$ cat src/design/pmc_pkg.sv
// Path-MTU cache package: sizes, request and scan-token types.
// Used by pmc_cell and path_mtu_cache; depends on nothing.
package pmc_pkg;

    localparam int NUM_ENTRIES = 128;
    localparam int IFACE_BITS  = 16;
    localparam int IDX_W       = $clog2(NUM_ENTRIES);
    localparam int ID_W        = (IFACE_BITS < 16) ? IFACE_BITS : 16;

    localparam logic [31:0] MAX_AGE_RESET = 32'd600000;
    localparam logic [1:0]  VER_V4        = 2'd0;
    localparam logic [1:0]  VER_V6        = 2'd1;

    typedef logic [IDX_W-1:0] idx_t;

    // Request as held for the whole scan, broadcast to all cells
    typedef struct packed {
        logic            note;
        logic [ID_W-1:0] id;
        logic [31:0]     epoch;
        logic            v6;
        logic [63:0]     ahi;
        logic [63:0]     alo;
        logic [15:0]     mtu;
        logic [31:0]     now;
    } req_t;

    // Scan token handed from cell to cell
    typedef struct packed {
        logic        active;
        logic        done;
        logic        free_vld;
        idx_t        free_idx;
        logic        old_vld;
        idx_t        old_idx;
        logic [31:0] old_age;
        logic [15:0] res_mtu;
    } scan_t;

    // Fill or eviction write, broadcast at the end of a scan
    typedef struct packed {
        logic en;
        idx_t idx;
    } fill_t;

endpackage

$ cat src/design/pmc_cell.sv
// One table slot of the path-MTU cache with its stage of the scan chain.
// Depends on pmc_pkg.
module pmc_cell
    import pmc_pkg::*;
(
    input  logic        clk,
    input  logic        rst_n,
    input  idx_t        cell_idx,
    input  logic [31:0] max_age,
    input  req_t        req,
    input  scan_t       scan_in,
    input  fill_t       fill,
    output scan_t       scan_out
);

    logic            valid_reg, valid_next;
    logic [63:0]     ahi_reg, ahi_next;
    logic [63:0]     alo_reg, alo_next;
    logic            v6_reg, v6_next;
    logic [ID_W-1:0] iface_reg, iface_next;
    logic [31:0]     epoch_reg, epoch_next;
    logic [31:0]     time_reg, time_next;
    logic [15:0]     mtu_reg, mtu_next;
    scan_t           scan_reg, scan_next;

    logic [31:0] age;
    logic        expire;
    logic        hit;
    logic        act;
    logic [15:0] low_mtu;

    // Slot checks against the broadcast request
    assign age     = req.now - time_reg;
    assign expire  = (age >= max_age) || ((iface_reg == req.id) && (epoch_reg != req.epoch));
    assign hit     = (iface_reg == req.id) && (v6_reg == req.v6) &&
                     (ahi_reg == req.ahi) && (alo_reg == req.alo);
    assign act     = scan_in.active && !scan_in.done;
    assign low_mtu = (req.mtu < mtu_reg) ? req.mtu : mtu_reg;

    // Slot update and token hand-on
    always_comb
    begin
        valid_next = valid_reg;
        ahi_next   = ahi_reg;
        alo_next   = alo_reg;
        v6_next    = v6_reg;
        iface_next = iface_reg;
        epoch_next = epoch_reg;
        time_next  = time_reg;
        mtu_next   = mtu_reg;
        scan_next  = scan_in;
        if (act)
        begin
            if (!valid_reg)
            begin
                if (!scan_in.free_vld)
                begin
                    scan_next.free_vld = 1'b1;
                    scan_next.free_idx = cell_idx;
                end
            end
            else if (expire)
            begin
                valid_next = 1'b0;
                if (!scan_in.free_vld)
                begin
                    scan_next.free_vld = 1'b1;
                    scan_next.free_idx = cell_idx;
                end
            end
            else if (hit)
            begin
                scan_next.done = 1'b1;
                if (req.note)
                begin
                    mtu_next          = low_mtu;
                    time_next         = req.now;
                    scan_next.res_mtu = low_mtu;
                end
                else
                begin
                    scan_next.res_mtu = mtu_reg;
                end
            end
            else if (req.note && (!scan_in.old_vld || (age > scan_in.old_age)))
            begin
                scan_next.old_vld = 1'b1;
                scan_next.old_idx = cell_idx;
                scan_next.old_age = age;
            end
        end
        // end-of-scan fill never coincides with this cell's active token
        if (fill.en && (fill.idx == cell_idx))
        begin
            valid_next = 1'b1;
            ahi_next   = req.ahi;
            alo_next   = req.alo;
            v6_next    = req.v6;
            iface_next = req.id;
            epoch_next = req.epoch;
            time_next  = req.now;
            mtu_next   = req.mtu;
        end
    end

    // Control state
    always_ff @(posedge clk or negedge rst_n)
    begin
        if (!rst_n)
        begin
            valid_reg <= 1'b0;
            scan_reg  <= '0;
        end
        else
        begin
            valid_reg <= valid_next;
            scan_reg  <= scan_next;
        end
    end

    // Slot payload
    always_ff @(posedge clk)
    begin
        ahi_reg   <= ahi_next;
        alo_reg   <= alo_next;
        v6_reg    <= v6_next;
        iface_reg <= iface_next;
        epoch_reg <= epoch_next;
        time_reg  <= time_next;
        mtu_reg   <= mtu_next;
    end

    assign scan_out = scan_reg;

endmodule

$ cat config.mk
export PLATFORM = sky130hd
export DESIGN_NAME = pmc_cell
export DESIGN_NICKNAME = d
export VERILOG_FILES = /design/src/design/pmc_pkg.sv /design/src/design/pmc_cell.sv
export SDC_FILE = /design/constraint.sdc
export NUM_CORES = 1
export LEC_CHECK = 0
export ABC_AREA = 0
export ABC_CLOCK_PERIOD_IN_PS = 7960
export BUFFER_PORTS_ARGS = -buffer_cell sky130_fd_sc_hd__buf_2
export CELL_PAD_IN_SITES_DETAIL_PLACEMENT = 1
export CELL_PAD_IN_SITES_GLOBAL_PLACEMENT = 1
export CORE_MARGIN = 1.5
export CORE_UTILIZATION = 40
export CTS_BUF_LIST = sky130_fd_sc_hd__clkbuf_16
export CTS_CLUSTER_SIZE = 14
export DETAILED_ROUTE_END_ITERATION = 16
export GPL_TIMING_DRIVEN = 0
export MAX_ROUTING_LAYER = met4
export PLACE_DENSITY = 0.74
export SLEW_MARGIN = 20
export SYNTH_ARGS = -nofsm -noshare
export SYNTH_HDL_FRONTEND = slang
export SYNTH_SLANG_ARGS = --single-unit
$ cat constraint.sdc
create_clock -name clk -period 7.96 [get_ports clk]
set_input_delay 1.194 -clock clk [delete_from_list [all_inputs] [get_ports clk]]
set_output_delay 1.194 -clock clk [all_outputs]
set_load 0.01 [all_outputs]
==> results.cfg, run 1 <==
[logic_synthesis]
yosys_warnings = 0
synth_nets = 1737
ys.flop_type = edfxtp_1
synthSimpleGateAreaFrac_pct = 8.59
yosys-top-cells-area = edfxtp_1 (43%), dfrtp_1 (11%), xor2_1 (8.7%)
seq_area_frac_synth_pct = 53.2
synth_cell_type_count = 71
synthTopCellsByCount = edfxtp_1 (225), xor2_1 (158), inv_1 (121)
synth-seq-cells = 292
synth_top_area_share_pct = 42.6
avgSynthCellArea_um2 = 12.3
async_flop_share_pct = 22.9
synthMuxAreaShare_pct = 4.74
netlist_instances = 1285
syn_area_um2 = 15900
synth-xor-area-share_pct = 11.4
synth_edf_count = 225
synth_top_family_by_area = XOR/XNOR gates
synth-compound-area-share_pct = 9.42
synthAdderAreaFrac_pct = 8.81
synth_area_leader_cell = edfxtp_1
synth_most_common_cell = edfxtp_1

[cts]
cts_max_path_buffers = 3
cts_resized = 0
post_cts_buffers = 0
clk_pin_slew_ps = 60
clk_latency_ps = 550
holdBufCountCts = 0
htree_num_levels = 2
ctsRootBufferMaster = clkbuf_16
cts_tree = yes
cts.sinks = 292
numCtsBuffers = 35

[worst_setup_path]
critPathSlowestCell = a211oi_1
worstSetupStartpoint = req[0]
crit_required_ps = 8380
cp_slowest_stage_delay_ps = 480
cp_max_fo = 10
endpoint_kind = flip-flop
crit_chain = buf_2 > inv_1 > ha_1 > inv_1 > fa_1 > a211oi_1 > nor3_1 > o21ai_0 > o21ai_0 > a31oi_1 > nor2_1 > a211oi_1 > ha_1 > nand2_1 > nor3_1 > nand2_1 > o311a_1 > o311a_1 > nand3_2 > buf_6 > buf_6 > mux2_4
arrival_ps = 6330
path_class = in2reg
start_kind = input pin
r2r_start = time_reg[1]$_DFFE_PP_

[floorplanning]
die-area_um2 = 40800
ioPinCount = 407
die_h_um = 202
start_util_pct = 40.7
core_area_um2 = 38900
die_w_um = 202
rows = 72

[pwr]
p_switching_mw = 1.00
swShare_pct = 26.0
power.share.clock_pct = 41.5
p_per_area_nw_per_um2 = 195
seq_power_share_pct = 43.8
vdd_drop_max_mv = 0.140
leakage_nw = 8.59
power_mw = 3.86
comb_power_share_pct = 14.8
p_int_mw = 2.86

[hold_path]
hp-class = reg2reg
worstHoldStart = valid_reg$_DFFE_PN0P_

[grt]
grt.total_usage_pct = 25.6
grt_pass1_vias = 13145
antenna_found_initial = 12
grt_max_degree = 94
grt.overflow.total = 0
grt_pass1_wl_um = 77400

[flow_run]
timing.max_cap.violations = 0

[timing]
maxSlewViolCount = 0
skew_ps = 19.0
hold_ws_ps = 518
slew_headroom_pct = 31.2
post-route-period-util_pct = 74.3
finalHoldViolations = 0
setup_viol = 0
period_minus_slack_ps = 5910
rsz0062_at_grt = no
totalNegativeSetupSlack_ps = 0
max_freq_mhz = 169
worst_pin_slew_ps = 1020

[finish]
largest_reg_flops = 66
nets = 2183
design_area_um2 = 19800
fillers = 4296
multi_input_area_um2 = 6820
post-route-util_pct = 50.8
register_area_um2 = 8430
drive_above_1_share_pct = 31.5
area.growth.synth_to_final_pct = 24.8

[routing]
wirelength_um = 50800
post-route-drc-count = 0
drt_iter0_markers = 691
detail_route.wl_per_cell_um = 22.2
post_drt_via_cell_ratio = 5.25
ant_nets = 0
firstDrtPassIters = 6
vias = 12019

[place]
dp_hpwl_um = 39900
placed_area_um2 = 18600
portBuffers = 406
place.gp.congestion = 0.904

[status]
outcome = finished clean
==> final cells by class <==
type | instances | share of cell area (%)
Inverter | 121 | 2.33
Tap cell | 518 | 3.28
Multi-Input combinational cell | 842 | 34.4
Clock inverter | 26 | 0.955
Sequential cell | 292 | 42.6
Antenna cell | 12 | 0.152
Buffer | 30 | 0.759
Clock buffer | 38 | 4.81
Timing Repair Buffer | 409 | 10.7
==> power groups by stage <==
| stage | sequential (mW) | clock [mW] | combinational (mW) |
|---|---|---|---|
| after floorplan | 1.73 | 0 | 0.292 |
| after global placement | 1.72 | 0 | 0.543 |
| after detailed placement | 1.72 | 0 | 0.566 |
| after global routing | 1.69 | 1.69 | 0.630 |
| after CTS | 1.69 | 1.64 | 0.574 |
| final | 1.69 | 1.60 | 0.570 |
==> logic make-up (layout without fill, tap and decap cells) <==
| kind of cell | count (synthesis) | in the layout |
|---|---|---|
| other cells | 0 | 12 |
| mux | 64 | 64 |
| flops | 292 | 292 |
| fa+ha+maj | 111 | 111 |
| xor+xnor | 207 | 207 |
| compound gates | 205 | 205 |
| simple gates | 255 | 255 |
| buf+inv | 151 | 624 |
==> path summary, 6_finish.rpt <==
| kind | slack (ps) | cells past startpoint | to |
|---|---|---|---|
| min in group asynchronous | 600 | 1 | scan_out[57]$_DFF_PN0_ |
| setup / recovery | 2050 | 22 | scan_out[48]$_DFF_PN0_ |
| hold / removal | 520 | 2 | valid_reg$_DFFE_PN0P_ |
| hold reg to reg | 520 | 2 | valid_reg$_DFFE_PN0P_ |
| setup reg to reg | 2470 | 18 | mtu_reg[6]$_DFFE_PP_ |
| max in group asynchronous | 6750 | 2 | scan_out[23]$_DFF_PN0_ |
==> critical path, delay by kind of cell <==
kind | cells | cell delay (ps)
AOI/OAI and AO/OA | 7 | 2330
adders and majority gates | 3 | 810
buffers and inverters | 5 | 670
muxes | 1 | 350
and+or+nand+nor | 6 | 950
==> layout by cell type (no fill, tap or decap), types with 38 or more instances in the layout <==
cell and instances:
ha_1 110, buf_2 413, nand2_1 55, mux2_2 51, xor2_1 158, clkbuf_16 38, xnor2_1 49, inv_1 126
nand3_1 38, nor4_1 42, dfrtp_1 67, edfxtp_1 225
==> routing by layer <==
layer  vias to the layer above  GRT usage, %  wire length (µm)
met3                        75          5.05              2940
li1                       5654             -                 -
met2                       346          45.3             26300
met1                      5944          29.2             20300
met4                         0          7.38              1190
met5                         -             -                 0
==> stage by stage <==
stage	std cells	worst slack, ps
after floorplan	1285	1550
after global placement	2209	-1560
after detailed placement	2212	1460
after CTS	2276	1990
after global routing	2286	1430
final	2288	2050
Note: power is estimated with default switching activity, not from simulation.
==> inputs of run 2 (changes only) <==
--- a/config.mk
+++ b/config.mk
@@ -5,19 +5,19 @@
 export SDC_FILE = /design/constraint.sdc
 export NUM_CORES = 1
 export LEC_CHECK = 0
-export ABC_AREA = 0
-export ABC_CLOCK_PERIOD_IN_PS = 7960
+export ABC_AREA = 1
+export ABC_CLOCK_PERIOD_IN_PS = 4800
 export BUFFER_PORTS_ARGS = -buffer_cell sky130_fd_sc_hd__buf_2
 export CELL_PAD_IN_SITES_DETAIL_PLACEMENT = 1
 export CELL_PAD_IN_SITES_GLOBAL_PLACEMENT = 1
 export CORE_MARGIN = 1.5
-export CORE_UTILIZATION = 40
+export CORE_UTILIZATION = 36
 export CTS_BUF_LIST = sky130_fd_sc_hd__clkbuf_16
 export CTS_CLUSTER_SIZE = 14
 export DETAILED_ROUTE_END_ITERATION = 16
 export GPL_TIMING_DRIVEN = 0
 export MAX_ROUTING_LAYER = met4
-export PLACE_DENSITY = 0.74
+export PLACE_DENSITY = 0.73
 export SLEW_MARGIN = 20
 export SYNTH_ARGS = -nofsm -noshare
 export SYNTH_HDL_FRONTEND = slang
==> constraint.sdc (replaced) <==
create_clock -name clk -period 4.8 [get_ports clk]
set_input_delay 0.72 -clock clk [delete_from_list [all_inputs] [get_ports clk]]
set_output_delay 0.72 -clock clk [all_outputs]
set_load 0.01 [all_outputs]
==> run 2 against run 1 <==
Clock skew rose by 4.9 ps. Final cell count grew 31%. First-iteration DRC count shrank 6.7%. Global-route usage decreased by 0.86 points.
==> results.cfg, run 2 <==
[routing]
detail_route.wl_per_cell_um = 19.2
post_drt_via_cell_ratio = 4.88
wirelength_um = 57400
vias = 14591
firstDrtPassIters = 4
ant_nets = 0
drt_iter0_markers = 645
post-route-drc-count = 0

[logic_synthesis]
syn_area_um2 = 16600
netlist_instances = 1896
synth-seq-cells = 292
ys.flop_type = edfxtp_1
synth_top_area_share_pct = 40.6
async_flop_share_pct = 22.9
seq_area_frac_synth_pct = 50.7
avgSynthCellArea_um2 = 8.77
synth_nets = 2348
synth_most_common_cell = nand2_1
yosys_warnings = 0
synth_area_leader_cell = edfxtp_1
synth_edf_count = 225
synth_cell_type_count = 35
synthTopCellsByCount = nand2_1 (513), inv_1 (290), nor2_1 (240)
yosys-top-cells-area = edfxtp_1 (41%), nand2_1 (12%), dfrtp_1 (10%)

[timing]
maxSlewViolCount = 0
skew_ps = 23.9
setup_viol = 0
slew_headroom_pct = 54.7
finalHoldViolations = 0
max_freq_mhz = 224
fin_ws_ps = 333
post-route-period-util_pct = 93.1
period_minus_slack_ps = 4470
worst_pin_slew_ps = 680

[worst_setup_path]
path_class = reg2reg
critPathSlowestCell = ha_1
critical_path.most_common_cell = nand2_1
crit_chain = inv_1 > ha_1 > a21oi_1 > inv_1 > nor2_2 > o21ai_0 > a21oi_1 > nand2_1 > nand2_1 > nand2_1 > ha_1 > nand2_1 > nor2_1 > nand2_1 > inv_1 > a21oi_4 > nand3_4 > nor3_4 > nand2_2 > buf_4 > o21ai_4 > buf_12 > buf_16
crit_required_ps = 5050
cp_max_fo = 18
arrival_ps = 4720
r2r_slack_ps = 330
endpoint_kind = flip-flop
cp_slowest_stage_delay_ps = 340
start_kind = flip-flop

[place]
dpl.cell_count = 2906
place.gp.congestion = 0.968
dp_hpwl_um = 46400
placed_area_um2 = 19500
portBuffers = 406
dp_worst_setup_slack_ps = -1340

[grt]
grt.total_usage_pct = 24.7
grt_pass1_vias = 15580
grt_max_degree = 88
grt.overflow.total = 0
antenna_found_initial = 13
grt_pass1_wl_um = 87100

[floorplanning]
die_h_um = 218
start_util_pct = 36.6
rows = 78
core_area_um2 = 45500
die-area_um2 = 47500
ioPinCount = 407
die_w_um = 218

[cts]
htree_num_levels = 2
clk_latency_ps = 550
numCtsBuffers = 36
cts_tree = yes
holdBufCountCts = 0
ctsRootBufferMaster = clkbuf_16
clk_pin_slew_ps = 60
cts_max_path_buffers = 3
cts.sinks = 292

[finish]
nets = 2801
largest_reg_flops = 66
layout_common_cells = nand2_1 (511), buf_2 (408), inv_1 (301), nor2_1 (236), edfxtp_1 (225)
design_area_um2 = 20800
post-route-util_pct = 45.8
final_common_cell = nand2_1
fillers = 5509
drive_above_1_share_pct = 20.7
layout.cells.non_filler = 2989
area.growth.synth_to_final_pct = 25.2

[flow_run]
timing.max_cap.violations = 0

[pwr]
p_per_area_nw_per_um2 = 306
power_mw = 6.36
vdd_drop_max_mv = 0.244
leakage_nw = 10.2

[hold_path]
hp-class = in2async

[status]
outcome = finished clean
==> run 2: changes by cell type in the layout (fill, tap and decap cells not counted), moves of 41 or more <==
cell | previous run | this run
nand2_1 | 55 | 511
nor2_1 | 33 | 236
inv_1 | 126 | 301
xor2_1 | 158 | 106
mux2_2 | 51 | 0
o21ai_0 | 28 | 75
a21oi_1 | 30 | 71
==> run 2: per-stage QoR <==
step / hold slack (ps) / TNS, ps
final: 146 / 0
after floorplan: 424 / 0
after detailed placement: 593 / -92600
after global placement: 576 / -324150
after global routing: 152 / -57.1
after CTS: 132 / 0
==> run 2: path summary, 6_finish.rpt <==
check / start / endpoint / cells past startpoint
worst min register to register: valid_reg$_DFFE_PN0P_ / valid_reg$_DFFE_PN0P_ / 2
max in group asynchronous: rst_n / scan_out[18]$_DFF_PN0_ / 2
min in group clk: scan_in[65] / scan_out[65]$_DFF_PN0_ / 1
worst min-delay path: rst_n / scan_out[15]$_DFF_PN0_ / 1
worst max register to register: time_reg[18]$_DFFE_PP_ / time_reg[0]$_DFFE_PP_ / 23
worst max-delay path: time_reg[18]$_DFFE_PP_ / time_reg[0]$_DFFE_PP_ / 23
==> run 2: cells by family after synthesis <==
kind of cell | Yosys count | synth area share (%)
flops | 292 | 50.7
buf+inv | 315 | 7.17
mux | 1 | 0.0602
xor+xnor | 131 | 6.90
fa+ha+maj | 111 | 8.40
simple gates | 869 | 21.1
compound gates | 177 | 5.67
==> run 2: layout make-up <==
cell class                 count  area, µm²  area share, %
clock buffer                  37        926           4.45
antenna                       12       30.0          0.144
timing repair buffer         415       2200           10.6
inverter                     290       1090           5.23
sequential                   292       8430           40.5
clock inverter                29        184          0.883
buffer                        25        125          0.601
multi-input combinational   1289       7080           34.0
tap                          600        751           3.61
==> run 2: timing repair <==
action,CTS,global route
pin swaps,2,2
cloned,0,0
buffers inserted,3,2
resized for setup,8,17
endpoints found under the setup margin,88,78
==> run 2: worst max-delay path: cells and delay by family (launching register included) <==
kind / cells / cell delay (ps)
adder cells (fa/ha/maj): 2 / 670
AO/OA/AOI/OAI: 5 / 1060
buffers and inverters: 6 / 770
AND/OR/NAND/NOR: 10 / 1320
flip-flops: 1 / 320
==> run 2: routing by layer <==
metal	track usage [%]	vias to the layer above	wire length, µm
met3	4.39	77	3080
li1	-	7061	-
met2	44.7	336	29800
met5	-	-	0
met4	6.69	0	1330
met1	27.8	7117	23200
==> run 2: power by group <==
part	leakage, nW	total [mW]	internal [mW]	switching, mW
Sequential	2.80	2.81	2.79	0.0211
Clock	0.587	2.57	1.46	1.11
Combinational	6.83	0.981	0.369	0.612
